File: src/hw/rtl/ttmt_pkg.sv
// ----------------------------------------------------------------------------
// ttmt_pkg
// Shared types and codes of the two-tier id/class match table.
// ----------------------------------------------------------------------------
package ttmt_pkg;

  localparam int KEY_W   = 32;
  localparam int CLASS_W = 16;
  localparam int TAG_W   = 16;

  // Request codes
  localparam logic [1:0] REQ_INSERT_EXACT = 2'd0;
  localparam logic [1:0] REQ_INSERT_CLASS = 2'd1;
  localparam logic [1:0] REQ_LOOKUP       = 2'd2;

  // Status codes
  localparam logic [1:0] ST_INSERTED = 2'd0;
  localparam logic [1:0] ST_FULL     = 2'd1;
  localparam logic [1:0] ST_MATCH    = 2'd2;
  localparam logic [1:0] ST_NO_MATCH = 2'd3;

  typedef struct packed {
    logic [1:0]         req_type;
    logic [KEY_W-1:0]   device_key;
    logic [CLASS_W-1:0] class_key;
    logic [TAG_W-1:0]   handler_tag;
  } in_payload_t;

  typedef struct packed {
    logic [1:0]       status;
    logic [TAG_W-1:0] found_handler;
  } out_payload_t;

  typedef struct packed {
    logic             is_exact;
    logic [KEY_W-1:0] key;
    logic [TAG_W-1:0] handler;
  } entry_t;

  // Controller to datapath
  typedef struct packed {
    logic load_req;
    logic insert;
    logic scan_start;
    logic scan_run;
    logic load_out;
  } cmd_t;

  // Datapath to controller
  typedef struct packed {
    logic is_insert;
    logic is_lookup;
    logic scan_done;
    logic out_free;
  } stat_t;

endpackage

File: src/hw/rtl/ttmt_if.sv
// ----------------------------------------------------------------------------
// ttmt_if
// Valid/ready channels for requests and responses of the match table.
// ----------------------------------------------------------------------------
interface ttmt_req_if;
  logic                 valid;
  logic                 ready;
  ttmt_pkg::in_payload_t data;

  modport source (output valid, output data, input ready);
  modport sink   (input valid, input data, output ready);
endinterface

interface ttmt_rsp_if;
  logic                  valid;
  logic                  ready;
  ttmt_pkg::out_payload_t data;

  modport source (output valid, output data, input ready);
  modport sink   (input valid, input data, output ready);
endinterface

File: src/hw/rtl/ttmt_ram.sv
// ----------------------------------------------------------------------------
// ttmt_ram
// Generic single-write, single-read RAM with registered read data.
// ----------------------------------------------------------------------------
module ttmt_ram #(
  parameter int WIDTH = 8,
  parameter int DEPTH = 32
) (
  input  logic                     clk,
  input  logic                     we,
  input  logic [$clog2(DEPTH)-1:0] waddr,
  input  logic [WIDTH-1:0]         wdata,
  input  logic                     re,
  input  logic [$clog2(DEPTH)-1:0] raddr,
  output logic [WIDTH-1:0]         rdata
);

  logic [WIDTH-1:0] mem [DEPTH];

  always_ff @(posedge clk) begin
    if (we) begin
      mem[waddr] <= wdata;
    end
    if (re) begin
      rdata <= mem[raddr];
    end
  end

endmodule

File: src/hw/rtl/ttmt_ctrl.sv
// ----------------------------------------------------------------------------
// ttmt_ctrl
// Sequencer of the match table: accept, dispatch, scan and respond.
// ----------------------------------------------------------------------------
module ttmt_ctrl (
  input  logic           clk,
  input  logic           rst,
  input  logic           in_valid,
  output logic           in_ready,
  input  ttmt_pkg::stat_t stat,
  output ttmt_pkg::cmd_t  cmd
);

  typedef enum logic [3:0] {
    S_IDLE     = 4'b0001,
    S_DISPATCH = 4'b0010,
    S_SCAN     = 4'b0100,
    S_DONE     = 4'b1000
  } state_t;

  state_t state, state_next;

  always_ff @(posedge clk) begin
    if (rst) begin
      state <= S_IDLE;
    end else begin
      state <= state_next;
    end
  end

  assign in_ready = (state == S_IDLE);

  always_comb begin
    state_next = state;
    cmd        = '0;
    case (state)
      S_IDLE: begin
        if (in_valid) begin
          cmd.load_req = 1'b1;
          state_next   = S_DISPATCH;
        end
      end
      S_DISPATCH: begin
        if (stat.is_insert) begin
          cmd.insert = 1'b1;
          state_next = S_DONE;
        end else if (stat.is_lookup) begin
          cmd.scan_start = 1'b1;
          state_next     = S_SCAN;
        end else begin
          state_next = S_DONE;
        end
      end
      S_SCAN: begin
        cmd.scan_run = 1'b1;
        if (stat.scan_done) begin
          state_next = S_DONE;
        end
      end
      S_DONE: begin
        // hold the result until the output register is free
        if (stat.out_free) begin
          cmd.load_out = 1'b1;
          state_next   = S_IDLE;
        end
      end
      default: state_next = S_IDLE;
    endcase
  end

endmodule

File: src/hw/rtl/ttmt_dp.sv
// ----------------------------------------------------------------------------
// ttmt_dp
// Datapath: request register, entry RAM, scan counters and output register.
// ----------------------------------------------------------------------------
module ttmt_dp #(
  parameter int MAX_ENTRIES = 32
) (
  input  logic                   clk,
  input  logic                   rst,
  input  ttmt_pkg::in_payload_t  req_data,
  input  ttmt_pkg::cmd_t         cmd,
  output ttmt_pkg::stat_t        stat,
  input  logic                   out_ready,
  output logic                   out_valid,
  output ttmt_pkg::out_payload_t out_data
);

  localparam int CNT_W   = $clog2(MAX_ENTRIES + 1);
  localparam int IDX_W   = $clog2(MAX_ENTRIES);
  localparam int ENTRY_W = $bits(ttmt_pkg::entry_t);

  logic [1:0]                   req_type;
  logic [ttmt_pkg::KEY_W-1:0]   dkey;
  logic [ttmt_pkg::CLASS_W-1:0] ckey;
  logic [ttmt_pkg::TAG_W-1:0]   tag;

  logic [CNT_W-1:0]             count;
  logic [1:0]                   ins_status;
  logic [CNT_W-1:0]             issue_cnt;
  logic                         pend;
  logic                         have_exact;
  logic                         have_class;
  logic [ttmt_pkg::TAG_W-1:0]   exact_h;
  logic [ttmt_pkg::TAG_W-1:0]   class_h;

  logic                         full;
  logic                         is_exact_req;
  logic                         we;
  ttmt_pkg::entry_t             wr_entry;
  logic                         re;
  logic                         issue_more;
  logic [ENTRY_W-1:0]           rdata;
  ttmt_pkg::entry_t             rd_entry;
  logic [1:0]                   res_status;
  logic [ttmt_pkg::TAG_W-1:0]   res_handler;

  assign full         = (count == CNT_W'(MAX_ENTRIES));
  assign is_exact_req = (req_type == ttmt_pkg::REQ_INSERT_EXACT);
  assign issue_more   = (issue_cnt != count);

  assign we                = cmd.insert && !full;
  assign wr_entry.is_exact = is_exact_req;
  assign wr_entry.key      = is_exact_req ? dkey
                                          : {{(ttmt_pkg::KEY_W - ttmt_pkg::CLASS_W){1'b0}}, ckey};
  assign wr_entry.handler  = tag;

  assign re       = cmd.scan_run && issue_more;
  assign rd_entry = ttmt_pkg::entry_t'(rdata);

  ttmt_ram #(
    .WIDTH(ENTRY_W),
    .DEPTH(MAX_ENTRIES)
  ) u_ram (
    .clk  (clk),
    .we   (we),
    .waddr(count[IDX_W-1:0]),
    .wdata(wr_entry),
    .re   (re),
    .raddr(issue_cnt[IDX_W-1:0]),
    .rdata(rdata)
  );

  always_ff @(posedge clk) begin
    if (cmd.load_req) begin
      req_type <= req_data.req_type;
      dkey     <= req_data.device_key;
      ckey     <= req_data.class_key;
      tag      <= req_data.handler_tag;
    end
    if (cmd.insert) begin
      ins_status <= full ? ttmt_pkg::ST_FULL : ttmt_pkg::ST_INSERTED;
    end
    if (cmd.load_out) begin
      out_data.status        <= res_status;
      out_data.found_handler <= res_handler;
    end
  end

  always_ff @(posedge clk) begin
    if (rst) begin
      count      <= '0;
      issue_cnt  <= '0;
      pend       <= 1'b0;
      have_exact <= 1'b0;
      have_class <= 1'b0;
      out_valid  <= 1'b0;
    end else begin
      if (we) begin
        count <= count + CNT_W'(1);
      end
      if (cmd.scan_start) begin
        issue_cnt  <= '0;
        pend       <= 1'b0;
        have_exact <= 1'b0;
        have_class <= 1'b0;
      end else if (cmd.scan_run) begin
        if (issue_more) begin
          issue_cnt <= issue_cnt + CNT_W'(1);
        end
        pend <= issue_more;
        // keep only the earliest match of each kind
        if (pend) begin
          if (rd_entry.is_exact) begin
            if (!have_exact && rd_entry.key == dkey) begin
              have_exact <= 1'b1;
              exact_h    <= rd_entry.handler;
            end
          end else if (!have_class &&
                       rd_entry.key == {{(ttmt_pkg::KEY_W - ttmt_pkg::CLASS_W){1'b0}}, ckey}) begin
            have_class <= 1'b1;
            class_h    <= rd_entry.handler;
          end
        end
      end
      if (cmd.load_out) begin
        out_valid <= 1'b1;
      end else if (out_ready) begin
        out_valid <= 1'b0;
      end
    end
  end

  always_comb begin
    res_status  = ttmt_pkg::ST_NO_MATCH;
    res_handler = '0;
    if (req_type == ttmt_pkg::REQ_LOOKUP) begin
      if (have_exact) begin
        res_status  = ttmt_pkg::ST_MATCH;
        res_handler = exact_h;
      end else if (have_class) begin
        res_status  = ttmt_pkg::ST_MATCH;
        res_handler = class_h;
      end
    end else if (stat.is_insert) begin
      res_status = ins_status;
    end
  end

  assign stat.is_insert = (req_type == ttmt_pkg::REQ_INSERT_EXACT) ||
                          (req_type == ttmt_pkg::REQ_INSERT_CLASS);
  assign stat.is_lookup = (req_type == ttmt_pkg::REQ_LOOKUP);
  assign stat.scan_done = !issue_more;
  assign stat.out_free  = !out_valid || out_ready;

endmodule

File: src/hw/rtl/two_tier_id_class_match_table.sv
// ----------------------------------------------------------------------------
// two_tier_id_class_match_table
// Append-only table of exact device-id and class entries with a two-tier
// lookup.
// ----------------------------------------------------------------------------
// Usage:
//   request  - valid/ready channel of req_type, device_key, class_key and
//              handler_tag. One item is in work at a time; ready is high only
//              while the block is idle.
//   response - valid/ready channel of status and found_handler, one item per
//              request, in request order.
// Sequence: an insert, or an unused request code, passes from accept through
//   the dispatch and done states back to idle; a lookup also passes through
//   the scan state, which streams the n stored entries out of the single-read
//   entry RAM, one a cycle, and keeps the earliest exact and the earliest
//   class match in one pass.
// Stall: the response sits in an output register; a new request is still
//   accepted while it waits, and the following result holds inside the block
//   until that register is taken.
// Reset: clears the entry count and the handshake state; the entry RAM is
//   not cleared, since only entries below the count are ever read.
// ----------------------------------------------------------------------------
module two_tier_id_class_match_table #(
  parameter int MAX_ENTRIES = 32
) (
  input logic        clk,
  input logic        rst,
  ttmt_req_if.sink   request,
  ttmt_rsp_if.source response
);

  ttmt_pkg::cmd_t  cmd;
  ttmt_pkg::stat_t stat;
  logic            in_ready;

  assign request.ready = in_ready;

  ttmt_ctrl u_ctrl (
    .clk     (clk),
    .rst     (rst),
    .in_valid(request.valid),
    .in_ready(in_ready),
    .stat    (stat),
    .cmd     (cmd)
  );

  ttmt_dp #(
    .MAX_ENTRIES(MAX_ENTRIES)
  ) u_dp (
    .clk      (clk),
    .rst      (rst),
    .req_data (request.data),
    .cmd      (cmd),
    .stat     (stat),
    .out_ready(response.ready),
    .out_valid(response.valid),
    .out_data (response.data)
  );

endmodule

File: src/flat_wrapper.sv
// flat-port wrapper written by rule: the top's interface ports become plain ports
module two_tier_id_class_match_table_flat 
#(
  parameter int MAX_ENTRIES = 32
)
  (clk, rst, request_valid, request_data, request_ready, response_valid, response_data, response_ready);
  ttmt_req_if request_i ();
  ttmt_rsp_if response_i ();
  input logic clk;
  input logic rst;
  input wire logic [$bits(request_i.valid)-1:0] request_valid;
  input wire logic [$bits(request_i.data)-1:0] request_data;
  output wire logic [$bits(request_i.ready)-1:0] request_ready;
  output wire logic [$bits(response_i.valid)-1:0] response_valid;
  output wire logic [$bits(response_i.data)-1:0] response_data;
  input wire logic [$bits(response_i.ready)-1:0] response_ready;
  assign request_i.valid = request_valid;
  assign request_i.data = request_data;
  assign request_ready = request_i.ready;
  assign response_valid = response_i.valid;
  assign response_data = response_i.data;
  assign response_i.ready = response_ready;
  two_tier_id_class_match_table #(.MAX_ENTRIES(MAX_ENTRIES)) u_core (.clk(clk), .rst(rst), .request(request_i), .response(response_i));
endmodule
File: config.mk
export PLATFORM = sky130hd
export DESIGN_NAME = two_tier_id_class_match_table_flat
export DESIGN_NICKNAME = d
export VERILOG_FILES = /design/src/hw/rtl/ttmt_pkg.sv /design/src/hw/rtl/ttmt_if.sv /design/src/hw/rtl/ttmt_ram.sv /design/src/hw/rtl/ttmt_ctrl.sv /design/src/hw/rtl/ttmt_dp.sv /design/src/hw/rtl/two_tier_id_class_match_table.sv /design/src/flat_wrapper.sv
export SDC_FILE = /design/constraint.sdc
export NUM_CORES = 2
export LEC_CHECK = 0
export BUFFER_PORTS_ARGS = -buffer_cell sky130_fd_sc_hd__buf_2
export CELL_PAD_IN_SITES_DETAIL_PLACEMENT = 1
export CELL_PAD_IN_SITES_GLOBAL_PLACEMENT = 1
export CORE_MARGIN = 1.5
export CORE_UTILIZATION = 57
export CTS_BUF_LIST = sky130_fd_sc_hd__clkbuf_4
export DETAILED_ROUTE_END_ITERATION = 12
export PLACE_DENSITY_LB_ADDON = 0.1
export SLEW_MARGIN = 30
export SYNTH_ARGS = -nofsm -noshare
export SYNTH_HDL_FRONTEND = slang
export SYNTH_HIERARCHICAL = 1
export SYNTH_SLANG_ARGS = --single-unit
File: constraint.sdc
create_clock -name clk -period 6.8 [get_ports clk]
set_input_delay 0.34 -clock clk [delete_from_list [all_inputs] [get_ports clk]]
set_output_delay 0.34 -clock clk [all_outputs]
set_load 0.02 [all_outputs]
==> flow_summary_export.csv <==
group,metric,value,unit
status,status,"completed",
synthesis,syn-num-nets,3896,
critical_path,crit_arrival,5.70,ns
timing,finalCriticalPeriod,4.770,ns
cells_and_area,fin_nets,4475,
die,core_region_area,118200,um^2
clocking,cts_tree,"done",
synthesis,ys_types,51,
power,p_total,0.02246,W
synthesis,yosysTopAreaCellShare,76.54,%
synthesis,synth_edf_count,1734,
synthesis,yosysTopAreaCell,"edfxtp_1",
place,io_buffers,89,
route,drt_iter0_drc,4476,
route,first_pass_iters,6,
global_routing,track_usage,32.86,%
power,power.internal,0.01700,W
power,switchingPower,0.005455,W
die,row_count,126,
timing,grt_setup_unrepaired,"no",
power,powerDensity,289.5,nW/um^2
cells_and_area,final_cells,6265,
synthesis,synth_area_leaders,"edfxtp_1, mux2i_1, a22oi_1, a22o_1, a21oi_1",
die,fp.dieH,348.5,um
cells_and_area,mostFrequentLayoutCells,"edfxtp_1, mux2i_1, clkbuf_4, a22oi_1, nand2_1",
power,pwr-share-comb,5.5,%
synthesis,seq_area_frac_synth,77.13,%
cells_and_area,seqCellArea,52480,um^2
cells_and_area,areaGrowthSynthToFinish,14.05,%
critical_path,path_cells,"nor4b_1, and2_1, inv_1, a41oi_1, nand3_1, nor2_4, buf_4",
critical_path,end_kind,"register",
timing,fin_ws,2.030,ns
power,leakage,24.18,nW
global_routing,grt_max_degree,143,
route,drc,0,
die,die_area,121400,um^2
timing,finalCritPeriodShare,70.15,%
timing,slew_headroom,30.47,%
power,switching_share,24.29,%
timing,finalHoldViolations,0,
clocking,cts.sinks,1754,
global_routing,grt-ovfl-total,0,
cells_and_area,fillers,10320,
cells_and_area,final_common_cell,"edfxtp_1",
cells_and_area,drive_gt1_share,19.67,%
critical_path,cp-start-kind,"register",
die,num_io_pins,90,
global_routing,grt_pass1_wl,286700,um
route,ant_nets,0,
synthesis,postSynth.asyncResetShare,0,%
global_routing,antenna_found_initial,10,
synthesis,ys_ff_latch,1754,
timing,setup_viol,0,
timing,slew_violations,0,
critical_path,critPathKind,"reg2reg",
critical_path,slowest_stage,"nand3_1",
synthesis,syn_inst,3823,
timing,finalClockSkew,0.1101,ns
critical_path,worst_ep_required_time,7.73,ns
die,die_w,348.5,um
clocking,h-tree-depth,5,
timing,max_freq,209.6,MHz
route,wl_per_cell,31.71,um
cells_and_area,multi_input_comb_area,14650,um^2
critical_path,crit_family,"simple AND/OR/NAND/NOR gates",
clocking,clk_pin_slew,0.11,ns
route,drt-vias-per-instance,6.276,
power,seqPwrFrac,56.1,%
clocking,cts_buffer_depth,4,
die,start_util,57.53,%
critical_path,max_stage_delay,0.82,ns
clocking,clk_latency,1.37,ns
timing,fin_tns_setup,0,ns
route,vias,39320,
synthesis,synthFlopType,"edfxtp_1",
synthesis,ys_warn_count,6,
route,wl,198700,um
power,p_clk_share,38.4,%
place,post-place-ws,2.074,ns
critical_path,crit_fanout,34,
place,place_inst,5349,
synthesis,avgSynthCellArea,17.79,um^2
critical_path,crit_buf_inv,2,
cells_and_area,utilization,65.62,%
worst_hold_path,hold_class,"in2reg",
timing,tightest_slew,1.035,ns
place,dpl.hpwl,110600,um
power,max-vdd-ir-drop,0.0003114,V
place,gp_congestion,0.8440,
synthesis,synth_area,68030,um^2
global_routing,first_global_vias,42120,
job,cap_violations,0,
clocking,root_buffer,"clkbuf_4",
clocking,numCtsBuffers,442,
[repair_timing]
action / 4_1_cts / 5_1_grt
hold buffers: 141 / 0
setup buffers: 0 / 0
gates resized for setup: 0 / 0
endpoints found under the hold margin: 170 / 0
[cell families (layout without fill, tap and decap cells)]
group	Yosys count	after routing	synth area share (%)
flip-flops	1754	1754	77.13
multiplexers	801	801	11.82
AND/OR/NAND/NOR	507	507	3.552
AO/OA/AOI/OAI	478	478	4.843
buffers and inverters	219	1114	1.819
XOR/XNOR	61	61	0.7854
adder cells (fa/ha/maj)	3	3	0.05518
other	0	11	0
[final timing paths]
check	start	end	slack (ns)	depth (start not counted)
worst max register to register	u_core/u_ctrl/state[1]	u_core/u_dp/u_ram/mem[23][14]	2.03	7
worst max-delay path	u_core/u_ctrl/state[1]	u_core/u_dp/u_ram/mem[23][14]	2.03	7
worst min register to register	u_core/u_dp/u_ram/rdata[14]	u_core/u_dp/exact_h[14]	0.44	0
worst min-delay path	request_data[39]	u_core/u_dp/dkey[7]	0.22	3
[power by group through the flow]
stage               Sequential (W)  Combinational, W  Clock (W)
floorplan                   0.0129          0.000407          0
global placement            0.0128           0.00106          0
detailed placement          0.0128           0.00114          0
CTS                         0.0126           0.00120    0.00866
global route                0.0126           0.00128    0.00926
finish                      0.0126           0.00125    0.00861
[synth_stat cells (2+ instances only)]
master / number
buf_1: 4
mux2_2: 16
or3b_1: 3
nor3_1: 52
o211ai_1: 2
nor2_1: 67
xnor2_1: 35
mux2i_1: 785
a31oi_1: 49
o41ai_1: 2
nor2b_1: 3
a211oi_2: 2
nand3_1: 153
edfxtp_1: 1734
and2_1: 20
ha_1: 3
nor4_1: 10
and4_1: 3
buf_4: 42
or3b_2: 3
nand2_1: 155
xor2_1: 26
a21oi_1: 153
or3_1: 2
buf_6: 27
nand4_1: 9
a22o_1: 99
or4_1: 2
nand2b_1: 6
inv_1: 12
clkbuf_1: 90
dfxtp_1: 20
and3_1: 2
nor4b_1: 2
nand3b_1: 7
a22oi_1: 163
buf_2: 44
o21a_1: 2
nor2_2: 2
[per-layer routing]
metal	up-vias	GRT usage [%]	part of all wire [%]
met3	355	6.683	8.4
met1	20460	43.67	39
met4	4	12.37	2.9
met2	1928	53.92	49
met5	-	0	0.012
li1	16580	-	-
[layout make-up]
cell class / count / share of cell area [%]
tap: 1536 / 2.477
inverter: 12 / 0.05806
clock buffer: 624 / 6.038
sequential: 1754 / 67.64
timing repair buffer: 342 / 4.122
clock inverter: 136 / 0.7531
multi-input combinational: 1850 / 18.88
antenna: 11 / 0.03548
[flip-flops by register name, indices dropped and copies added, names as in the netlist]
name / cells
u_core/u_dp/u_ram/mem: 1568
u_core/u_dp/u_ram/rdata: 49
u_core/u_dp/dkey: 32
u_core/u_dp/out_data: 18
u_core/u_dp/ckey: 16
u_core/u_dp/class_h: 16
u_core/u_dp/exact_h: 16
u_core/u_dp/tag: 16
u_core/u_dp/count: 6
u_core/u_dp/issue_cnt: 6
u_core/u_ctrl/state: 4
u_core/u_dp/req_type: 2
u_core/u_dp/have_class: 1
u_core/u_dp/have_exact: 1
u_core/u_dp/ins_status: 1
u_core/u_dp/out_valid: 1
u_core/u_dp/pend: 1
[through the flow]
| step | cell area [um^2] | hold slack [ns] |
|---|---|---|
| floorplan | 68030 | 0.4091 |
| global placement | 70450 | 0.4325 |
| detailed placement | 70770 | 0.4446 |
| CTS | 77450 | 0.08975 |
| global route | 77570 | 0.1458 |
| finish | 77590 | 0.2244 |
[worst reg2reg max path: stages (launching register included)]
cell and delay (ns):
dfxtp_1 0.51, nor4b_1 0.60, and2_1 0.32, inv_1 0.08
a41oi_1 0.63, nand3_1 0.83, nor2_4 0.80, buf_4 0.59
(Power assumes the default switching activity.)
